==> src/sv/pvs_pkg.sv <==
// Shared constants, register indexes and control structs for the pump/valve sequencer.
// No dependencies; every other file uses this package.
package pvs_pkg;

    localparam int TIMER_WIDTH_DEFAULT = 16;
    localparam int TICK_CFG_W          = 16;
    localparam int DUTY_W              = 8;
    localparam int CFG_IDX_W           = 3;
    localparam int CFG_DATA_W          = 16;

    localparam int N_SWITCHES = 2;
    localparam int N_VALVES   = 3;

    // valve / switch slots
    localparam int SW_INSIDE     = 0;
    localparam int SW_OUTSIDE    = 1;
    localparam int VALVE_INSIDE  = 0;
    localparam int VALVE_OUTSIDE = 1;
    localparam int VALVE_TANK    = 2;

    // configuration register indexes
    localparam logic [CFG_IDX_W-1:0] CFG_DEBOUNCE_TICKS   = 3'd0;
    localparam logic [CFG_IDX_W-1:0] CFG_HIT_TICKS        = 3'd1;
    localparam logic [CFG_IDX_W-1:0] CFG_PUMP_DELAY_TICKS = 3'd2;
    localparam logic [CFG_IDX_W-1:0] CFG_OFF_GAP_TICKS    = 3'd3;
    localparam logic [CFG_IDX_W-1:0] CFG_HIT_DUTY         = 3'd4;
    localparam logic [CFG_IDX_W-1:0] CFG_HOLD_DUTY        = 3'd5;

    // reset values
    localparam logic [TICK_CFG_W-1:0] DEBOUNCE_TICKS_RST   = 16'd50;
    localparam logic [TICK_CFG_W-1:0] HIT_TICKS_RST        = 16'd2000;
    localparam logic [TICK_CFG_W-1:0] PUMP_DELAY_TICKS_RST = 16'd1000;
    localparam logic [TICK_CFG_W-1:0] OFF_GAP_TICKS_RST    = 16'd50;
    localparam logic [DUTY_W-1:0]     HIT_DUTY_RST         = 8'd255;
    localparam logic [DUTY_W-1:0]     HOLD_DUTY_RST        = 8'd127;

    typedef struct packed {
        logic close;     // force closed this tick
        logic open_req;  // open if currently closed
        logic hit_en;    // allow hit -> hold transition
    } valve_cmd_t;

    typedef struct packed {
        logic open;
        logic hold;
        logic open_next;
        logic hold_next;
        logic fresh;     // opened on this tick
    } valve_stat_t;

endpackage

==> src/sv/pvs_ifs.sv <==
// Valid/ready channel interfaces for tick words in and result words out.
// Depends on pvs_pkg for payload widths.
interface pvs_tick_if;
    logic valid;
    logic ready;
    logic inside_switch_raw;
    logic outside_switch_raw;

    modport source (output valid, inside_switch_raw, outside_switch_raw, input ready);
    modport sink   (input valid, inside_switch_raw, outside_switch_raw, output ready);
endinterface

interface pvs_result_if;
    logic                       valid;
    logic                       ready;
    logic                       pump_on;
    logic [pvs_pkg::DUTY_W-1:0] inside_valve_duty;
    logic [pvs_pkg::DUTY_W-1:0] outside_valve_duty;
    logic [pvs_pkg::DUTY_W-1:0] tank_valve_duty;
    logic                       inside_demand;
    logic                       outside_demand;

    modport source (output valid, pump_on, inside_valve_duty, outside_valve_duty,
                    tank_valve_duty, inside_demand, outside_demand, input ready);
    modport sink   (input valid, pump_on, inside_valve_duty, outside_valve_duty,
                    tank_valve_duty, inside_demand, outside_demand, output ready);
endinterface

==> src/sv/pvs_debounce.sv <==
// One switch debouncer: last raw level, saturating stable counter, accepted level.
// Depends on pvs_pkg.
module pvs_debounce #(
    parameter int TIMER_WIDTH = pvs_pkg::TIMER_WIDTH_DEFAULT
) (
    input  logic                               clk,
    input  logic                               rst_n,
    input  logic                               step,
    input  logic                               sample,
    input  logic                               raw,
    input  logic [pvs_pkg::TICK_CFG_W-1:0]     debounce_ticks,
    output logic                               level_next
);
    import pvs_pkg::*;

    localparam int CW = (TIMER_WIDTH > TICK_CFG_W) ? TIMER_WIDTH : TICK_CFG_W;
    localparam logic [TIMER_WIDTH-1:0] CNT_MAX = '1;

    logic                   prev_reg, prev_next;
    logic                   level_reg;
    logic [TIMER_WIDTH-1:0] cnt_reg, cnt_next, cnt_inc;

    always_comb
    begin
        cnt_inc    = (cnt_reg == CNT_MAX) ? cnt_reg : cnt_reg + TIMER_WIDTH'(1);
        cnt_next   = cnt_inc;
        prev_next  = prev_reg;
        level_next = level_reg;
        // counter keeps aging during the off gap, level and last raw hold
        if (sample)
        begin
            prev_next = raw;
            if (raw != prev_reg)
                cnt_next = '0;
            if (CW'(cnt_next) > CW'(debounce_ticks))
                level_next = raw;
        end
    end

    always_ff @(posedge clk or negedge rst_n)
    begin
        if (!rst_n)
        begin
            prev_reg  <= 1'b0;
            level_reg <= 1'b0;
            cnt_reg   <= '0;
        end
        else if (step)
        begin
            prev_reg  <= prev_next;
            level_reg <= level_next;
            cnt_reg   <= cnt_next;
        end
    end

endmodule

==> src/sv/pvs_valve.sv <==
// One valve: open/hold flags and saturating hit-phase counter.
// Depends on pvs_pkg for the command and status structs.
module pvs_valve #(
    parameter int TIMER_WIDTH = pvs_pkg::TIMER_WIDTH_DEFAULT
) (
    input  logic                           clk,
    input  logic                           rst_n,
    input  logic                           step,
    input  pvs_pkg::valve_cmd_t            cmd,
    input  logic [pvs_pkg::TICK_CFG_W-1:0] hit_ticks,
    output pvs_pkg::valve_stat_t           stat
);
    import pvs_pkg::*;

    localparam int CW = (TIMER_WIDTH > TICK_CFG_W) ? TIMER_WIDTH : TICK_CFG_W;
    localparam logic [TIMER_WIDTH-1:0] CNT_MAX = '1;

    logic                   open_reg, open_next;
    logic                   hold_reg, hold_next;
    logic [TIMER_WIDTH-1:0] cnt_reg, cnt_next, cnt_inc;
    logic                   fresh;

    always_comb
    begin
        cnt_inc = cnt_reg;
        if (open_reg && !hold_reg && cnt_reg != CNT_MAX)
            cnt_inc = cnt_reg + TIMER_WIDTH'(1);
        open_next = open_reg;
        hold_next = hold_reg;
        cnt_next  = cnt_inc;
        fresh     = 1'b0;
        if (cmd.close)
        begin
            open_next = 1'b0;
            hold_next = 1'b0;
        end
        else if (cmd.open_req && !open_reg)
        begin
            open_next = 1'b1;
            hold_next = 1'b0;
            cnt_next  = '0;
            fresh     = 1'b1;
        end
        if (cmd.hit_en && open_next && !hold_next && CW'(cnt_next) >= CW'(hit_ticks))
            hold_next = 1'b1;
    end

    always_ff @(posedge clk or negedge rst_n)
    begin
        if (!rst_n)
        begin
            open_reg <= 1'b0;
            hold_reg <= 1'b0;
            cnt_reg  <= '0;
        end
        else if (step)
        begin
            open_reg <= open_next;
            hold_reg <= hold_next;
            cnt_reg  <= cnt_next;
        end
    end

    assign stat.open      = open_reg;
    assign stat.hold      = hold_reg;
    assign stat.open_next = open_next;
    assign stat.hold_next = hold_next;
    assign stat.fresh     = fresh;

endmodule

==> src/sv/pump_valve_sequencer_unit.sv <==
// Pump/valve sequencer top level: input register, debouncers, valves, pump and
// off-gap control, result register. Depends on pvs_pkg, pvs_ifs, pvs_debounce, pvs_valve.
// A tick word is held in the input register, then processed into the result register,
// all state updating in one step between them. One tick word per cycle unless result stalls.
// Reset (rst_n, async, active low): switches off, valves closed, pump off, no off gap,
// configuration registers back to their defaults, both channel stages empty.
module pump_valve_sequencer_unit #(
    parameter int TIMER_WIDTH = pvs_pkg::TIMER_WIDTH_DEFAULT
) (
    input  logic                           clk,
    input  logic                           rst_n,
    input  logic                           cfg_wr_en,
    input  logic [pvs_pkg::CFG_IDX_W-1:0]  cfg_index,
    input  logic [pvs_pkg::CFG_DATA_W-1:0] cfg_wdata,
    pvs_tick_if.sink                       tick,
    pvs_result_if.source                   result
);
    import pvs_pkg::*;

    localparam int CW = (TIMER_WIDTH > TICK_CFG_W) ? TIMER_WIDTH : TICK_CFG_W;
    localparam logic [TIMER_WIDTH-1:0] CNT_MAX = '1;

    // configuration
    logic [TICK_CFG_W-1:0] debounce_ticks_reg, hit_ticks_reg;
    logic [TICK_CFG_W-1:0] pump_delay_ticks_reg, off_gap_ticks_reg;
    logic [DUTY_W-1:0]     hit_duty_reg, hold_duty_reg;

    always_ff @(posedge clk or negedge rst_n)
    begin
        if (!rst_n)
        begin
            debounce_ticks_reg   <= DEBOUNCE_TICKS_RST;
            hit_ticks_reg        <= HIT_TICKS_RST;
            pump_delay_ticks_reg <= PUMP_DELAY_TICKS_RST;
            off_gap_ticks_reg    <= OFF_GAP_TICKS_RST;
            hit_duty_reg         <= HIT_DUTY_RST;
            hold_duty_reg        <= HOLD_DUTY_RST;
        end
        else if (cfg_wr_en)
        begin
            unique case (cfg_index)
                CFG_DEBOUNCE_TICKS:   debounce_ticks_reg   <= cfg_wdata[TICK_CFG_W-1:0];
                CFG_HIT_TICKS:        hit_ticks_reg        <= cfg_wdata[TICK_CFG_W-1:0];
                CFG_PUMP_DELAY_TICKS: pump_delay_ticks_reg <= cfg_wdata[TICK_CFG_W-1:0];
                CFG_OFF_GAP_TICKS:    off_gap_ticks_reg    <= cfg_wdata[TICK_CFG_W-1:0];
                CFG_HIT_DUTY:         hit_duty_reg         <= cfg_wdata[DUTY_W-1:0];
                CFG_HOLD_DUTY:        hold_duty_reg        <= cfg_wdata[DUTY_W-1:0];
                default: ;
            endcase
        end
    end

    // input stage and result stage handshake
    logic                  s1_valid_reg;
    logic [N_SWITCHES-1:0] s1_raw_reg;
    logic                  out_valid_reg;
    logic                  advance, step, in_take;

    assign advance    = !out_valid_reg || result.ready;
    assign step       = s1_valid_reg && advance;
    assign tick.ready = !s1_valid_reg || advance;
    assign in_take    = tick.valid && tick.ready;

    always_ff @(posedge clk or negedge rst_n)
    begin
        if (!rst_n)
        begin
            s1_valid_reg  <= 1'b0;
            out_valid_reg <= 1'b0;
        end
        else
        begin
            if (in_take)
                s1_valid_reg <= 1'b1;
            else if (advance)
                s1_valid_reg <= 1'b0;
            if (advance)
                out_valid_reg <= s1_valid_reg;
        end
    end

    always_ff @(posedge clk)
    begin
        if (in_take)
        begin
            s1_raw_reg[SW_INSIDE]  <= tick.inside_switch_raw;
            s1_raw_reg[SW_OUTSIDE] <= tick.outside_switch_raw;
        end
    end

    // sequencing state
    logic                   running_reg, running_next;
    logic                   waiting_reg, waiting_next;
    logic                   gap_reg, gap_next;
    logic [TIMER_WIDTH-1:0] pwc_reg, pwc_next, pwc_inc;
    logic [TIMER_WIDTH-1:0] gc_reg, gc_next, gc_inc;

    logic [N_SWITCHES-1:0] lvl_next;
    logic [N_VALVES-1:0]   dem_vec;
    valve_cmd_t            vcmd [N_VALVES];
    valve_stat_t           vstat [N_VALVES];

    logic any_demand, anything_on, drive, gap_start, gap_expire, close_all, fresh_any;

    for (genvar s = 0; s < N_SWITCHES; s++)
    begin : g_sw
        pvs_debounce #(.TIMER_WIDTH(TIMER_WIDTH)) u_deb (
            .clk            (clk),
            .rst_n          (rst_n),
            .step           (step),
            .sample         (!gap_reg),
            .raw            (s1_raw_reg[s]),
            .debounce_ticks (debounce_ticks_reg),
            .level_next     (lvl_next[s])
        );
    end

    for (genvar v = 0; v < N_VALVES; v++)
    begin : g_valve
        pvs_valve #(.TIMER_WIDTH(TIMER_WIDTH)) u_valve (
            .clk       (clk),
            .rst_n     (rst_n),
            .step      (step),
            .cmd       (vcmd[v]),
            .hit_ticks (hit_ticks_reg),
            .stat      (vstat[v])
        );
    end

    always_comb
    begin
        any_demand  = lvl_next[SW_INSIDE] | lvl_next[SW_OUTSIDE];
        anything_on = running_reg | vstat[VALVE_INSIDE].open | vstat[VALVE_OUTSIDE].open
                    | vstat[VALVE_TANK].open;
        pwc_inc     = (waiting_reg && pwc_reg != CNT_MAX) ? pwc_reg + TIMER_WIDTH'(1) : pwc_reg;
        gc_inc      = (gap_reg && gc_reg != CNT_MAX) ? gc_reg + TIMER_WIDTH'(1) : gc_reg;

        gap_expire = gap_reg && (CW'(gc_inc) >= CW'(off_gap_ticks_reg));
        gap_start  = !gap_reg && !any_demand && anything_on;
        // a zero gap closes everything on the tick that starts it
        close_all  = gap_expire || (gap_start && off_gap_ticks_reg == '0);
        drive      = !gap_reg && any_demand;

        // tank follows any demand, zone valves their own switch
        dem_vec[VALVE_INSIDE]  = lvl_next[SW_INSIDE];
        dem_vec[VALVE_OUTSIDE] = lvl_next[SW_OUTSIDE];
        dem_vec[VALVE_TANK]    = 1'b1;
        for (int v = 0; v < N_VALVES; v++)
        begin
            vcmd[v].close    = close_all || (drive && !dem_vec[v]);
            vcmd[v].open_req = drive && dem_vec[v];
            vcmd[v].hit_en   = drive;
        end
        fresh_any = vstat[VALVE_INSIDE].fresh | vstat[VALVE_OUTSIDE].fresh
                  | vstat[VALVE_TANK].fresh;

        running_next = running_reg;
        waiting_next = waiting_reg;
        pwc_next     = pwc_inc;
        gap_next     = gap_reg;
        gc_next      = gc_inc;
        if (gap_start)
        begin
            running_next = 1'b0;
            gap_next     = 1'b1;
            gc_next      = '0;
        end
        if (close_all)
        begin
            waiting_next = 1'b0;
            gap_next     = 1'b0;
        end
        if (drive)
        begin
            if (fresh_any && !running_reg && !waiting_reg)
            begin
                waiting_next = 1'b1;
                pwc_next     = '0;
            end
            if (waiting_next && CW'(pwc_next) >= CW'(pump_delay_ticks_reg))
            begin
                running_next = 1'b1;
                waiting_next = 1'b0;
            end
        end
    end

    always_ff @(posedge clk or negedge rst_n)
    begin
        if (!rst_n)
        begin
            running_reg <= 1'b0;
            waiting_reg <= 1'b0;
            gap_reg     <= 1'b0;
            pwc_reg     <= '0;
            gc_reg      <= '0;
        end
        else if (step)
        begin
            running_reg <= running_next;
            waiting_reg <= waiting_next;
            gap_reg     <= gap_next;
            pwc_reg     <= pwc_next;
            gc_reg      <= gc_next;
        end
    end

    // result word
    logic [DUTY_W-1:0] duty_next [N_VALVES];
    logic              pump_on_reg, in_dem_reg, out_dem_reg;
    logic [DUTY_W-1:0] in_duty_reg, out_duty_reg, tank_duty_reg;

    always_comb
    begin
        for (int v = 0; v < N_VALVES; v++)
        begin
            if (!vstat[v].open_next)
                duty_next[v] = '0;
            else if (vstat[v].hold_next)
                duty_next[v] = hold_duty_reg;
            else
                duty_next[v] = hit_duty_reg;
        end
    end

    always_ff @(posedge clk)
    begin
        if (step)
        begin
            pump_on_reg   <= running_next;
            in_duty_reg   <= duty_next[VALVE_INSIDE];
            out_duty_reg  <= duty_next[VALVE_OUTSIDE];
            tank_duty_reg <= duty_next[VALVE_TANK];
            in_dem_reg    <= lvl_next[SW_INSIDE];
            out_dem_reg   <= lvl_next[SW_OUTSIDE];
        end
    end

    assign result.valid              = out_valid_reg;
    assign result.pump_on            = pump_on_reg;
    assign result.inside_valve_duty  = in_duty_reg;
    assign result.outside_valve_duty = out_duty_reg;
    assign result.tank_valve_duty    = tank_duty_reg;
    assign result.inside_demand      = in_dem_reg;
    assign result.outside_demand     = out_dem_reg;

`ifndef SYNTHESIS
    a_run_not_in_gap: assert property (@(posedge clk) disable iff (!rst_n)
        running_reg |-> !gap_reg)
        else $error("pump running during off gap");

    a_run_not_wait: assert property (@(posedge clk) disable iff (!rst_n)
        !(running_reg && waiting_reg))
        else $error("pump both running and waiting");

    a_step_gives_word: assert property (@(posedge clk) disable iff (!rst_n)
        step |=> out_valid_reg)
        else $error("processed tick produced no result word");

    a_tank_hold_open: assert property (@(posedge clk) disable iff (!rst_n)
        vstat[VALVE_TANK].hold |-> vstat[VALVE_TANK].open)
        else $error("tank valve holding while closed");
`endif

endmodule
==> src/flat_wrapper.sv <==
// flat-port wrapper written by rule: the top's interface ports become plain ports
module pump_valve_sequencer_unit_flat import pvs_pkg::*;
#(
    parameter int TIMER_WIDTH = pvs_pkg::TIMER_WIDTH_DEFAULT
)
  (clk, rst_n, cfg_wr_en, cfg_index, cfg_wdata, tick_valid, tick_inside_switch_raw, tick_outside_switch_raw, tick_ready, result_valid, result_pump_on, result_inside_valve_duty, result_outside_valve_duty, result_tank_valve_duty, result_inside_demand, result_outside_demand, result_ready);
  pvs_tick_if tick_i ();
  pvs_result_if result_i ();
  input  logic clk;
  input  logic rst_n;
  input  logic cfg_wr_en;
  input  logic [pvs_pkg::CFG_IDX_W-1:0] cfg_index;
  input  logic [pvs_pkg::CFG_DATA_W-1:0] cfg_wdata;
  input wire logic [$bits(tick_i.valid)-1:0] tick_valid;
  input wire logic [$bits(tick_i.inside_switch_raw)-1:0] tick_inside_switch_raw;
  input wire logic [$bits(tick_i.outside_switch_raw)-1:0] tick_outside_switch_raw;
  output wire logic [$bits(tick_i.ready)-1:0] tick_ready;
  output wire logic [$bits(result_i.valid)-1:0] result_valid;
  output wire logic [$bits(result_i.pump_on)-1:0] result_pump_on;
  output wire logic [$bits(result_i.inside_valve_duty)-1:0] result_inside_valve_duty;
  output wire logic [$bits(result_i.outside_valve_duty)-1:0] result_outside_valve_duty;
  output wire logic [$bits(result_i.tank_valve_duty)-1:0] result_tank_valve_duty;
  output wire logic [$bits(result_i.inside_demand)-1:0] result_inside_demand;
  output wire logic [$bits(result_i.outside_demand)-1:0] result_outside_demand;
  input wire logic [$bits(result_i.ready)-1:0] result_ready;
  assign tick_i.valid = tick_valid;
  assign tick_i.inside_switch_raw = tick_inside_switch_raw;
  assign tick_i.outside_switch_raw = tick_outside_switch_raw;
  assign tick_ready = tick_i.ready;
  assign result_valid = result_i.valid;
  assign result_pump_on = result_i.pump_on;
  assign result_inside_valve_duty = result_i.inside_valve_duty;
  assign result_outside_valve_duty = result_i.outside_valve_duty;
  assign result_tank_valve_duty = result_i.tank_valve_duty;
  assign result_inside_demand = result_i.inside_demand;
  assign result_outside_demand = result_i.outside_demand;
  assign result_i.ready = result_ready;
  pump_valve_sequencer_unit #(.TIMER_WIDTH(TIMER_WIDTH)) u_core (.clk(clk), .rst_n(rst_n), .cfg_wr_en(cfg_wr_en), .cfg_index(cfg_index), .cfg_wdata(cfg_wdata), .tick(tick_i), .result(result_i));
endmodule
==> config.mk <==
export PLATFORM = sky130hd
export DESIGN_NAME = pump_valve_sequencer_unit_flat
export DESIGN_NICKNAME = d
export VERILOG_FILES = /design/src/sv/pvs_pkg.sv /design/src/sv/pvs_ifs.sv /design/src/sv/pvs_debounce.sv /design/src/sv/pvs_valve.sv /design/src/sv/pump_valve_sequencer_unit.sv /design/src/flat_wrapper.sv
export SDC_FILE = /design/constraint.sdc
export NUM_CORES = 1
export LEC_CHECK = 0
export BUFFER_PORTS_ARGS = -buffer_cell sky130_fd_sc_hd__buf_2
export CAP_MARGIN = 10
export CELL_PAD_IN_SITES_DETAIL_PLACEMENT = 0
export CELL_PAD_IN_SITES_GLOBAL_PLACEMENT = 1
export CORE_ASPECT_RATIO = 1.2
export CORE_MARGIN = 2
export CORE_UTILIZATION = 35
export DETAILED_ROUTE_END_ITERATION = 8
export GPL_ROUTABILITY_DRIVEN = 0
export HOLD_SLACK_MARGIN = 0.06
export PLACE_DENSITY_LB_ADDON = 0.25
export SETUP_SLACK_MARGIN = 0.2
export SYNTH_ARGS = -nofsm -noshare
export SYNTH_HDL_FRONTEND = slang
export SYNTH_SLANG_ARGS = --single-unit
==> constraint.sdc <==
create_clock -name clk -period 17 [get_ports clk]
set_input_delay 0 -clock clk [delete_from_list [all_inputs] [get_ports clk]]
set_output_delay 0 -clock clk [all_outputs]
set_load 0.005 [all_outputs]
==> results of run 1 <==
-- per-layer routing --
metal | global-route usage | share of wire
met2 | 0.3207 | 0.47
met5 | 0 | 0
met3 | 0.02396 | 0.039
met1 | 0.2624 | 0.47
met4 | 0.05606 | 0.027
-- repair_timing --
action / 4_1_cts / 5_1_grt
hold endpoints to repair: 174 / 0
endpoints found under the setup margin: 0 / 0
hold buffers: 31 / 0
buffers inserted: 0 / 0
-- worst reg2reg max path, delay by kind of cell, from the launching register on --
| kind | cells | cell delay [ps] |
|---|---|---|
| simple gates | 12 | 2910 |
| compound gates | 11 | 2490 |
| fa+ha+maj | 3 | 860 |
| flops | 1 | 420 |
| buf+inv | 1 | 350 |
| xor+xnor | 1 | 220 |
-- per-stage QoR --
step / instances / total power, mW
2_1_floorplan: 1664 / 1.233
3_3_place_gp: 2210 / 1.443
3_5_place_dp: 2210 / 1.458
4_1_cts: 2295 / 2.108
5_1_grt: 2295 / 2.226
6_report: 2295 / 2.081
-- final timing paths --
check	startpoint	end	cells past startpoint
max reg2reg	u_core.g_sw[0].u_deb.cnt_reg[0]$_DFFE_PN0P_	u_core.result.tank_valve_duty[6]$_SDFFCE_PN0P_	28
min reg2reg	u_core.g_valve[2].u_valve.hold_reg$_DFFE_PN0P_	u_core.g_valve[2].u_valve.hold_reg$_DFFE_PN0P_	2
max	u_core.g_sw[0].u_deb.cnt_reg[0]$_DFFE_PN0P_	u_core.result.tank_valve_duty[6]$_SDFFCE_PN0P_	28
max in group asynchronous	rst_n	u_core.gc_reg[7]$_DFFE_PN0P_	3
min in group clk	tick_outside_switch_raw	u_core.s1_raw_reg[1]$_DFFE_PP_	2
min	rst_n	u_core.g_valve[0].u_valve.cnt_reg[1]$_DFFE_PN0P_	2
-- synth_stat cells (all sizes together), types with 14 or more instances --
master,number
nand2,283
dfrtp,174
nor2,152
o21ai,147
ha,119
inv,77
xor2,58
a21oi,56
clkbuf,54
nand3,46
nand4,40
xnor2,39
mux2,38
o31ai,34
dfstp,33
nor3,33
a21o,32
edfxtp,29
mux2i,22
nand2b,21
buf,17
a31oi,16
and3,16
nor2b,14
-- area by class of cell --
cell class                      instances  area [sq um]  share of cell area
Timing Repair Buffer                  102         718.2             0.04229
Clock buffer                           44         842.1             0.04958
Clock inverter                         10         126.4            0.007441
Inverter                               78         294.0             0.01731
Multi-Input combinational cell       1279          8228              0.4845
Tap cell                              546         683.2             0.04022
Sequential cell                       236          6092              0.3587
-- cells in the final DEF, fill, tap and decap left out, types with 38 or more instances in the layout --
cell type / n
sky130_fd_sc_hd__nand2_1: 282
sky130_fd_sc_hd__a21oi_1: 56
sky130_fd_sc_hd__inv_1: 76
sky130_fd_sc_hd__nand3_1: 46
sky130_fd_sc_hd__nor2_1: 150
sky130_fd_sc_hd__xor2_1: 58
sky130_fd_sc_hd__ha_1: 119
sky130_fd_sc_hd__nand4_1: 39
sky130_fd_sc_hd__buf_2: 53
sky130_fd_sc_hd__o21ai_0: 145
sky130_fd_sc_hd__xnor2_1: 39
sky130_fd_sc_hd__dfrtp_1: 174
sky130_fd_sc_hd__mux2_2: 38
-- power groups by stage --
stage / combinational, mW / sequential (mW) / clock [mW]
CTS: 0.691 / 0.767 / 0.651
global route: 0.773 / 0.781 / 0.672
finish: 0.681 / 0.768 / 0.632
global placement: 0.668 / 0.775 / 0
floorplan: 0.488 / 0.746 / 0
detailed placement: 0.681 / 0.776 / 0
-- kinds of logic after synthesis --
family / share of synthesized area
AOI/OAI and AO/OA: 0.1527
and+or+nand+nor: 0.1976
muxes: 0.04352
xor gates and xnor gates: 0.05704
adders and majority gates: 0.09997
buffers and inverters: 0.04016
DFF: 0.4091
==> summary by stage, run 1 <==
Drt
The wire length reported by the detailed router is 42,240 microns. The average vias per placed instance is 5.273. The first routing iteration left 555 violations. The number of routed nets with antenna violations is 0. The average routed wire per standard cell is 18.40 microns. The first TritonRoute pass finished after 5 iterations. After detailed routing, the number of remaining DRC violations is 0. The detailed-route via count is 12,100.

Power
The switching part of the total power is 0.3658. Of the total power, registers draw 0.369. Summed over all cells, the static leakage comes to 7.591 nW.

The combinational cell fraction of total power is 0.327. VDD sags by at most 80.56 uV. The analysis attributes to net switching a power of 0.7613 mW. The internal portion of the total power is 1.320 mW. The clock share of power is 0.304. For this design the ratio of total power to cell area is 122.5 mW/mm^2.

Die
The I/O pin count is 55. The die outline width is 192.3 microns. The number of rows created at floorplan is 82. The placeable core region is 0.04186 sq mm. The area of the die is 0.04422 sq mm. The initial core utilization is 0.3558. The chip height is 230.0 microns.

Worst setup path
For the worst setup path, the data arrival time is 7830 ps. The worst register-to-register path has a setup slack of 9500 ps. For the worst setup path, the data required time is 17,330 ps. The cell type of the slowest stage on the worst timing path is sky130_fd_sc_hd__or3_1. The sort of element at the start of the critical path is a register.

The largest incremental delay on the critical path is 470 ps. The maximum fanout encountered on the critical timing path is 27. The number of buffers and inverters on the critical path is 1. The type of the setup path with the least slack is register to register.

The critical path capture point type is a register. The cell type group with the largest total delay on the critical path is simple AND/OR/NAND/NOR gates.

GRT
The initial antenna violation count is 0. The total congestion overflow after global routing is 0. The total routing usage reported by global routing is 0.1931. The via count of the first global-routing pass was 11,970. The global-route wire length before repair is 67,190 microns.

The pin count of the biggest net entering global routing is 91.

Hold path
The class of the tightest hold or removal check is primary input to async pin.

Timing
The final critical-path required period is 7497 ps. The final setup TNS is 0 ps. The worst pin sits at a relative slew slack of 0.2387. The worst clock skew is 31.83 ps. Setup violations remaining at the end of the flow were counted as 0. The number of hold-slack violations in the final timing report is 0. Dividing the final minimum period by the clock period gives 0.4410.

The number of max-slew violations in the final report is 0. The transition time at the pin with the least slew margin is 1142 ps. The least setup slack across all paths after layout is 9503 ps. Setup repair after global routing left no endpoint under its margin. The worst hold slack is 66.06 ps. The maximum frequency from static timing analysis is 133.4 MHz.

Synthesis
The synthesized area per cell is 8.950 sq um. The part of the Yosys area used for sequential elements is 0.4091. Synthesis inferred 236 register bits. The total standard cell area after synthesis is 0.01489 sq mm. sky130_fd_sc_hd__dfrtp_1 takes more of the synthesized area than any other cell. By area the synthesized netlist is led by sky130_fd_sc_hd__dfrtp_1 29%, sky130_fd_sc_hd__ha_1 10%, sky130_fd_sc_hd__nand2_1 7.1%.

After technology mapping, the gate count stands at 1,664. The share of synthesized area in the top cell type comes to 0.2924. In the synthesized netlist the dominant register cell turns out to be sky130_fd_sc_hd__dfrtp_1. The total of warnings raised by yosys is 0. After synthesis, the share of flip-flops with an asynchronous set or reset is 0.8771. Counting every net in the synthesized netlist gives 1,809. The number of flops mapped to enable cells by yosys is 29. The count of distinct cell types in the synthesized netlist is 73.

Clocking
The maximum level of the CTS H-tree is 1. The clock latency at the later pin of the worst-skew pair is 590 ps. The TritonCTS clock tree is built. The number of gates resized after CTS is 0.

The cell at the root of the clock tree is sky130_fd_sc_hd__clkbuf_16. The buffer levels on the longest clock path is 3. Counting every sink on the clock net gives 236.

Clock-pin slew was measured on the worst setup and hold paths at 70 ps. The number of buffers added by the clock tree synthesis step is 29.

Cells and area
At the end of the flow, the number of nets in the layout was 1,871. At the end of the flow the core is filled with cells to 0.4057. The number of inserted diodes is 0.

The share of final-layout standard cells stronger than drive strength 1 is 0.1241. Counting the fill cells in the layout gives 4,216. From synthesis to final layout, the design area changed by 14.04%. The flip-flop count of the largest register after layout is 48. The design area is 0.01698 sq mm.

Place
OpenSTA, run right after detailed placement, puts the worst setup slack at 9566 ps. The number of port buffers is 54. The post-detailed-placement cell area is 0.01571 sq mm. The HPWL after detailed placement is 29,970 microns.

Job
The number of max-capacitance violations reported is 0.

Status
The run finished with clean final reports.
Power figures use the tool's default switching activity.
==> run 2, diff against run 1 <==
==> constraint.sdc (replaced) <==
create_clock -name clk -period 7.05 [get_ports clk]
set_input_delay 0 -clock clk [delete_from_list [all_inputs] [get_ports clk]]
set_output_delay 0 -clock clk [all_outputs]
set_load 0.005 [all_outputs]
==> summary by stage, run 2 (synthesis gave the netlist of run 1 again) <==
Status
The run finished with clean final reports.

Worst setup path
Along the worst path, the maximum fanout reaches 8. The critical path capture point type is a register. The type of the setup path with the least slack is register to register.

The arrival time at the worst endpoint is 6780 ps. For the worst setup path, the data required time is 7380 ps. Broken down by cell family, the worst path's largest delay share belongs to simple AND/OR/NAND/NOR gates. The number of buffers and inverters on the critical path is 2.

STA classifies the critical path startpoint as a register. The cell type of the slowest stage on the worst timing path is sky130_fd_sc_hd__or3_1. The largest incremental delay on the critical path is 420 ps.

GRT
The global-route wire length before repair is 67,940 microns. The pin count of the biggest net entering global routing is 115. The total congestion overflow after global routing is 0. For this run, the total global-route usage over all layers was measured as 0.1966. The initial antenna violation count is 0. The via count of the first global-routing pass is 11,970.

Clocking
The clock sink count is 236. The cell at the root of the clock tree is sky130_fd_sc_hd__clkbuf_16. The maximum level of the CTS H-tree is 1. At the later pin of the worst-skew pair, clock insertion delay measures 580 ps.

The clock passes through at most 3 buffers. Buffers inserted during clock tree synthesis total 29. The clock transition time at the flip-flop clock pins of the worst setup and hold paths is 60 ps. The TritonCTS clock tree is built.

Cells and area
The number of inserted diodes is 0. For this run, the number of standard cells in the final layout without fillers is 2,307. The flip-flop count of the largest register after layout is 48. In the layout the commonest cells are 281 x sky130_fd_sc_hd__nand2_1, 169 x sky130_fd_sc_hd__dfrtp_1, 149 x sky130_fd_sc_hd__nor2_1, 143 x sky130_fd_sc_hd__o21ai_0, 118 x sky130_fd_sc_hd__ha_1. The synthesis-to-finish area growth is 15.43%.

At the end of the flow, the number of nets in the layout was 1,884. The share of final-layout standard cells stronger than drive strength 1 is 0.1386. Leaving out fill and tap cells, the most frequent cell in the layout is sky130_fd_sc_hd__nand2_1.

Drt
For this run, design rule violations remaining after detail routing come to 0. After the first detailed-routing iteration, the DRC count stood at 717. Across all layers, the routed design uses 12,180 vias. In the routed layout, each cell is associated on average with a via count of 5.278. The detailed-routing iteration count for the pre-antenna-repair pass is 5. Dividing the detail-routed wire length by the instance count gives 18.60 microns. After detailed routing, the total wire length is 42,900 microns. In this run the remaining antenna-violating nets after routing total 0.

Power
The maximum vdd ir drop is 195.2 uV. For this design the static power due to leakage is 7.660 nW. The power density normalized to cell area is 296.0 mW/mm^2. The power after layout is 5.089 mW.

Job
Across the run, the number of max-cap violations was 0.

Timing
The share of the cycle needed by the critical path after routing is 0.9156. The normalized max-slew margin is 0.2595. For the pin with the worst max-slew slack, the measured transition is 1109 ps.

The number of max-slew violations in the final report is 0. Static timing analysis puts the maximum clock frequency at 154.9 MHz. The final critical-path required period is 6455 ps. Setup repair after global routing left no endpoint under its margin. Setup violations remaining at the end of the flow were counted as 0. The number of hold-slack violations in the final timing report is 0. The worst clock skew is 21.70 ps. After routing, the total negative slack on setup checks comes to 0 ps.

Die
The area of the die is 0.04422 sq mm. In this run the vertical extent of the chip is 230.0 microns. The region available for standard cell placement spans 0.04186 sq mm. For this configuration, the core starts out at a cell density of 0.3558.

The die is 192.3 microns wide. The number of rows created at floorplan is 82. The I/O pin count is 55.

Place
The HPWL after detailed placement is 29,870 microns. Counting tap cells, the placed design contains a total of 2,217 instances. Port buffering added 54 buffers.

Hold path
The min-delay analysis places its worst path in the category primary input to register.
[run 2: worst min-delay path, stage by stage]
cell                      delay, ps
sky130_fd_sc_hd__buf_2          130
sky130_fd_sc_hd__nand2_1         60
sky130_fd_sc_hd__nor3_1          50
sky130_fd_sc_hd__buf_4          170
sky130_fd_sc_hd__mux2_2         220
[run 2: layout make-up]
type                       count  area [sq um]
clock buffer                  48         878.3
clock inverter                 5         68.82
fill                        4142         24670
inverter                      78         294.0
multi-input combinational   1280          8315
sequential                   236          6098
tap                          546         683.2
timing repair buffer         114         853.3
[run 2: where the power goes]
group	internal [mW]	switching (mW)
Combinational	0.696	1.05
Clock	0.884	0.610
Sequential	1.64	0.208
Total	3.22	1.87
[run 2: per-layer routing]
metal / wire, microns / track usage / share of wire
met1: 19920 / 0.2705 / 0.46
met4: 1025 / 0.05367 / 0.024
met3: 1948 / 0.02564 / 0.045
met2: 20010 / 0.3233 / 0.47
met5: 0 / 0 / 0
[run 2: worst paths after layout]
kind                                                           startpoint                                                to  slack, ps  cells past startpoint
setup / recovery              u_core.g_sw[0].u_deb.cnt_reg[0]$_DFFE_PN0P_  u_core.result.inside_valve_duty[2]$_SDFFCE_PN0P_        600                     29
max in group asynchronous                                           rst_n  u_core.g_valve[2].u_valve.cnt_reg[1]$_DFFE_PN0P_       5210                      4
hold reg to reg            u_core.g_valve[2].u_valve.hold_reg$_DFFE_PN0P_    u_core.g_valve[2].u_valve.hold_reg$_DFFE_PN0P_        490                      2
hold / removal                                               cfg_index[2]                u_core.hit_duty_reg[4]$_DFFE_PN1P_         80                      5
setup reg to reg              u_core.g_sw[0].u_deb.cnt_reg[0]$_DFFE_PN0P_  u_core.result.inside_valve_duty[2]$_SDFFCE_PN0P_        600                     29
min in group asynchronous                                           rst_n              u_core.hit_ticks_reg[15]$_DFFE_PN0P_        500                      3
[run 2: what timing repair did]
item,CTS,global route
gates resized for setup,1,24
buffers inserted,0,5
gates cloned,0,2
pin swaps,0,6
hold endpoints to repair,169,0
hold buffers,29,0
setup endpoints to repair,1,30
[run 2: through the flow]
step	setup WS [ps]	hold WS [ps]	cell area [sq um]	utilization
5_1_grt	131.8	83.98	17190	0.4107
3_5_place_dp	207.8	61.35	15780	0.3770
2_1_floorplan	719.5	-295.6	14890	-
3_3_place_gp	283.7	53.16	15780	0.3770
4_1_cts	211.6	61.55	17040	0.4071
6_report	595.2	83.60	17190	0.4107
==> run 3, diff against run 2 <==
--- a/config.mk
+++ b/config.mk
@@ -12,6 +12,7 @@
 export CORE_ASPECT_RATIO = 1.2
 export CORE_MARGIN = 2
 export CORE_UTILIZATION = 35
+export CTS_BUF_LIST = sky130_fd_sc_hd__clkbuf_16
 export DETAILED_ROUTE_END_ITERATION = 8
 export GPL_ROUTABILITY_DRIVEN = 0
 export HOLD_SLACK_MARGIN = 0.06
==> summary by stage, run 3 (synthesis gave the netlist of run 1 again) <==
Power
The total leakage power is 7.677 nW. IR analysis of the VDD net gives a maximum drop of 194.5 uV. For this design the ratio of total power to cell area is 292.2 mW/mm^2. The power after layout is 5.004 mW.

Die
The floorplan step set the die height to 230.0 microns. The area of the die is 0.04422 sq mm. In this run the horizontal extent of the chip is 192.3 microns. The floorplan step defined a core boundary enclosing 0.04186 sq mm. The initial utilization of the core area, before any placement, comes to 0.3558. The I/O pin count is 55. The number of rows created at floorplan is 82.

Timing
The normalized max-slew margin is 0.2318. The number of max-slew violations in the final report came to 0. Subtracting the final worst setup slack from the clock period gives 6468 ps. For the pin with the worst max-slew slack, the measured transition is 1151 ps. The share of the cycle needed by the critical path after routing is 0.9175. Setup repair after global routing left no endpoint under its margin. The final setup TNS is 0 ps. After layout, the worst setup slack is 581.5 ps. The maximum frequency from static timing analysis is 154.6 MHz.

On the final layout, the worst hold slack is 84.57 ps. The number of hold-slack violations in the final timing report came to 0. The worst clock skew is 21.55 ps. Setup violations remaining at the end of the flow were counted as 0.

Drt
The number of routed nets with antenna violations is 0. The detailed-route via count is 12,180. The iteration-0 DRC count of the detailed router is 710. The detailed-routing iteration count for the pre-antenna-repair pass is 5. The wire length reported by the detailed router is 42,920 microns. The average vias per placed instance is 5.280. The number of DRC violations after detailed routing is 0.

In the final routed layout, each cell accounts on average for 18.60 microns.

Place
The number of instances in the placed design is 2,217. The post-detailed-placement cell area is 0.01578 sq mm. The number of port buffers is 54. The pre-CTS worst setup slack is 207.8 ps. The HPWL after detailed placement is 29,870 microns.

Cells and area
The flip-flop count of the largest register after layout is 48. The filler-free cell count of the finished design is 2,307. Relative to the synthesized area, the layout overhead comes to 14.99%. The number of inserted diodes is 0. For this run, the share of the core covered by cells in the final layout is 0.4091. The filler cells instantiated in the layout total 4,152. Leaving out fill and tap cells, the most frequent cells in the layout are 281 x sky130_fd_sc_hd__nand2_1, 170 x sky130_fd_sc_hd__dfrtp_1, 149 x sky130_fd_sc_hd__nor2_1, 143 x sky130_fd_sc_hd__o21ai_0, 118 x sky130_fd_sc_hd__ha_1.

The library cell used most frequently in the layout, excluding fill and tap cells, is sky130_fd_sc_hd__nand2_1. The final layout net count is 1,884. The design area is 0.01713 sq mm. In the final layout, the share of cells above drive strength 1 is 0.1340.

Hold path
The worst hold path belongs to the class primary input to register.

Clocking
Clock tree synthesis selected as its root buffer the cell sky130_fd_sc_hd__clkbuf_16. In this run, CTS created clock tree buffers numbering 29. Clock latency on the worst-skew pair, taken at its later pin, is 580 ps. After clock tree synthesis, the clock-pin slew on the worst setup and hold paths is 60 ps.

The clock sink count is 236. CTS built an H-tree with a depth of 1. The TritonCTS clock tree is built. The buffer levels on the longest clock path is 3.

Worst setup path
The sort of element at the start of the critical path is a register. Data arrives at the worst endpoint at 6800 ps. The maximum fanout encountered on the critical timing path is 27. For this run, the slowest stage of the critical path takes 420 ps. The cell type of the slowest stage on the worst timing path is sky130_fd_sc_hd__or3_1. STA classifies the critical path endpoint as a register. The critical path data required time is 7380 ps. The type of the setup path with the least slack is register to register.

By instance count, the cell type seen most on the critical path is sky130_fd_sc_hd__a21o_1.

GRT
The initial antenna violation count is 0. The global-route met3 utilization is 0.02564. The global-route layer with the greatest usage is met2.

The via count of the first global-routing pass is 11,980. The total routing usage reported by global routing is 0.1965. The first global-routing pass estimated 67,920 microns of wire.

The global routing met2 resource utilization is 0.3236. The pin count of the biggest net entering global routing is 115. For this run, global-route usage on met1 was measured as 0.2699.

The total congestion overflow after global routing is 0.

Status
The run finished with clean final reports.

Job
The tool flagged a number of max-cap violations equal to 0.
[run 3: layout make-up]
type | instances | area (sq um) | area share
Clock inverter | 23 | 136.4 | 0.007964
Inverter | 78 | 294.0 | 0.01717
Clock buffer | 30 | 750.7 | 0.04384
Sequential cell | 236 | 6097 | 0.3560
Timing Repair Buffer | 114 | 853.3 | 0.04983
Multi-Input combinational cell | 1280 | 8310 | 0.4853
Tap cell | 546 | 683.2 | 0.03989
[run 3: where the power goes]
| group | total, mW | internal, mW | switching, mW |
|---|---|---|---|
| Clock | 1.41 | 0.801 | 0.609 |
| Combinational | 1.75 | 0.696 | 1.05 |
| Sequential | 1.85 | 1.64 | 0.207 |
[run 3: what timing repair did]
item,4_1_cts,5_1_grt
setup endpoints to repair,1,30
hold buffers,29,0
endpoints found under the hold margin,169,0
pin swaps,0,6
resized for setup,1,22
cloned,0,2
setup buffers,0,5
[run 3: final timing paths]
check	slack, ps	start	to	cells past startpoint
worst min register to register	490	u_core.g_valve[2].u_valve.hold_reg$_DFFE_PN0P_	u_core.g_valve[2].u_valve.hold_reg$_DFFE_PN0P_	2
worst max register to register	580	u_core.g_sw[0].u_deb.cnt_reg[0]$_DFFE_PN0P_	u_core.result.tank_valve_duty[7]$_SDFFCE_PN0P_	28
max in group asynchronous	5210	rst_n	u_core.g_valve[2].u_valve.cnt_reg[1]$_DFFE_PN0P_	4
min in group asynchronous	510	rst_n	u_core.hit_ticks_reg[15]$_DFFE_PN0P_	3
worst max-delay path	580	u_core.g_sw[0].u_deb.cnt_reg[0]$_DFFE_PN0P_	u_core.result.tank_valve_duty[7]$_SDFFCE_PN0P_	28
worst min-delay path	80	cfg_index[2]	u_core.hit_duty_reg[5]$_DFFE_PN1P_	5
[run 3: per-layer routing]
layer / routed length (microns) / vias up
met5: 0 / -
li1: - / 6033
met4: 1050 / 0
met3: 1715 / 43
met1: 20100 / 5901
met2: 20040 / 205
[run 3: worst max-delay path, delay by kind of cell (launching register included)]
kind,cells,cell delay (ps)
fa+ha+maj,3,750
simple gates,12,2420
xor+xnor,1,150
buf+inv,1,210
compound gates,11,2280
flops,1,410
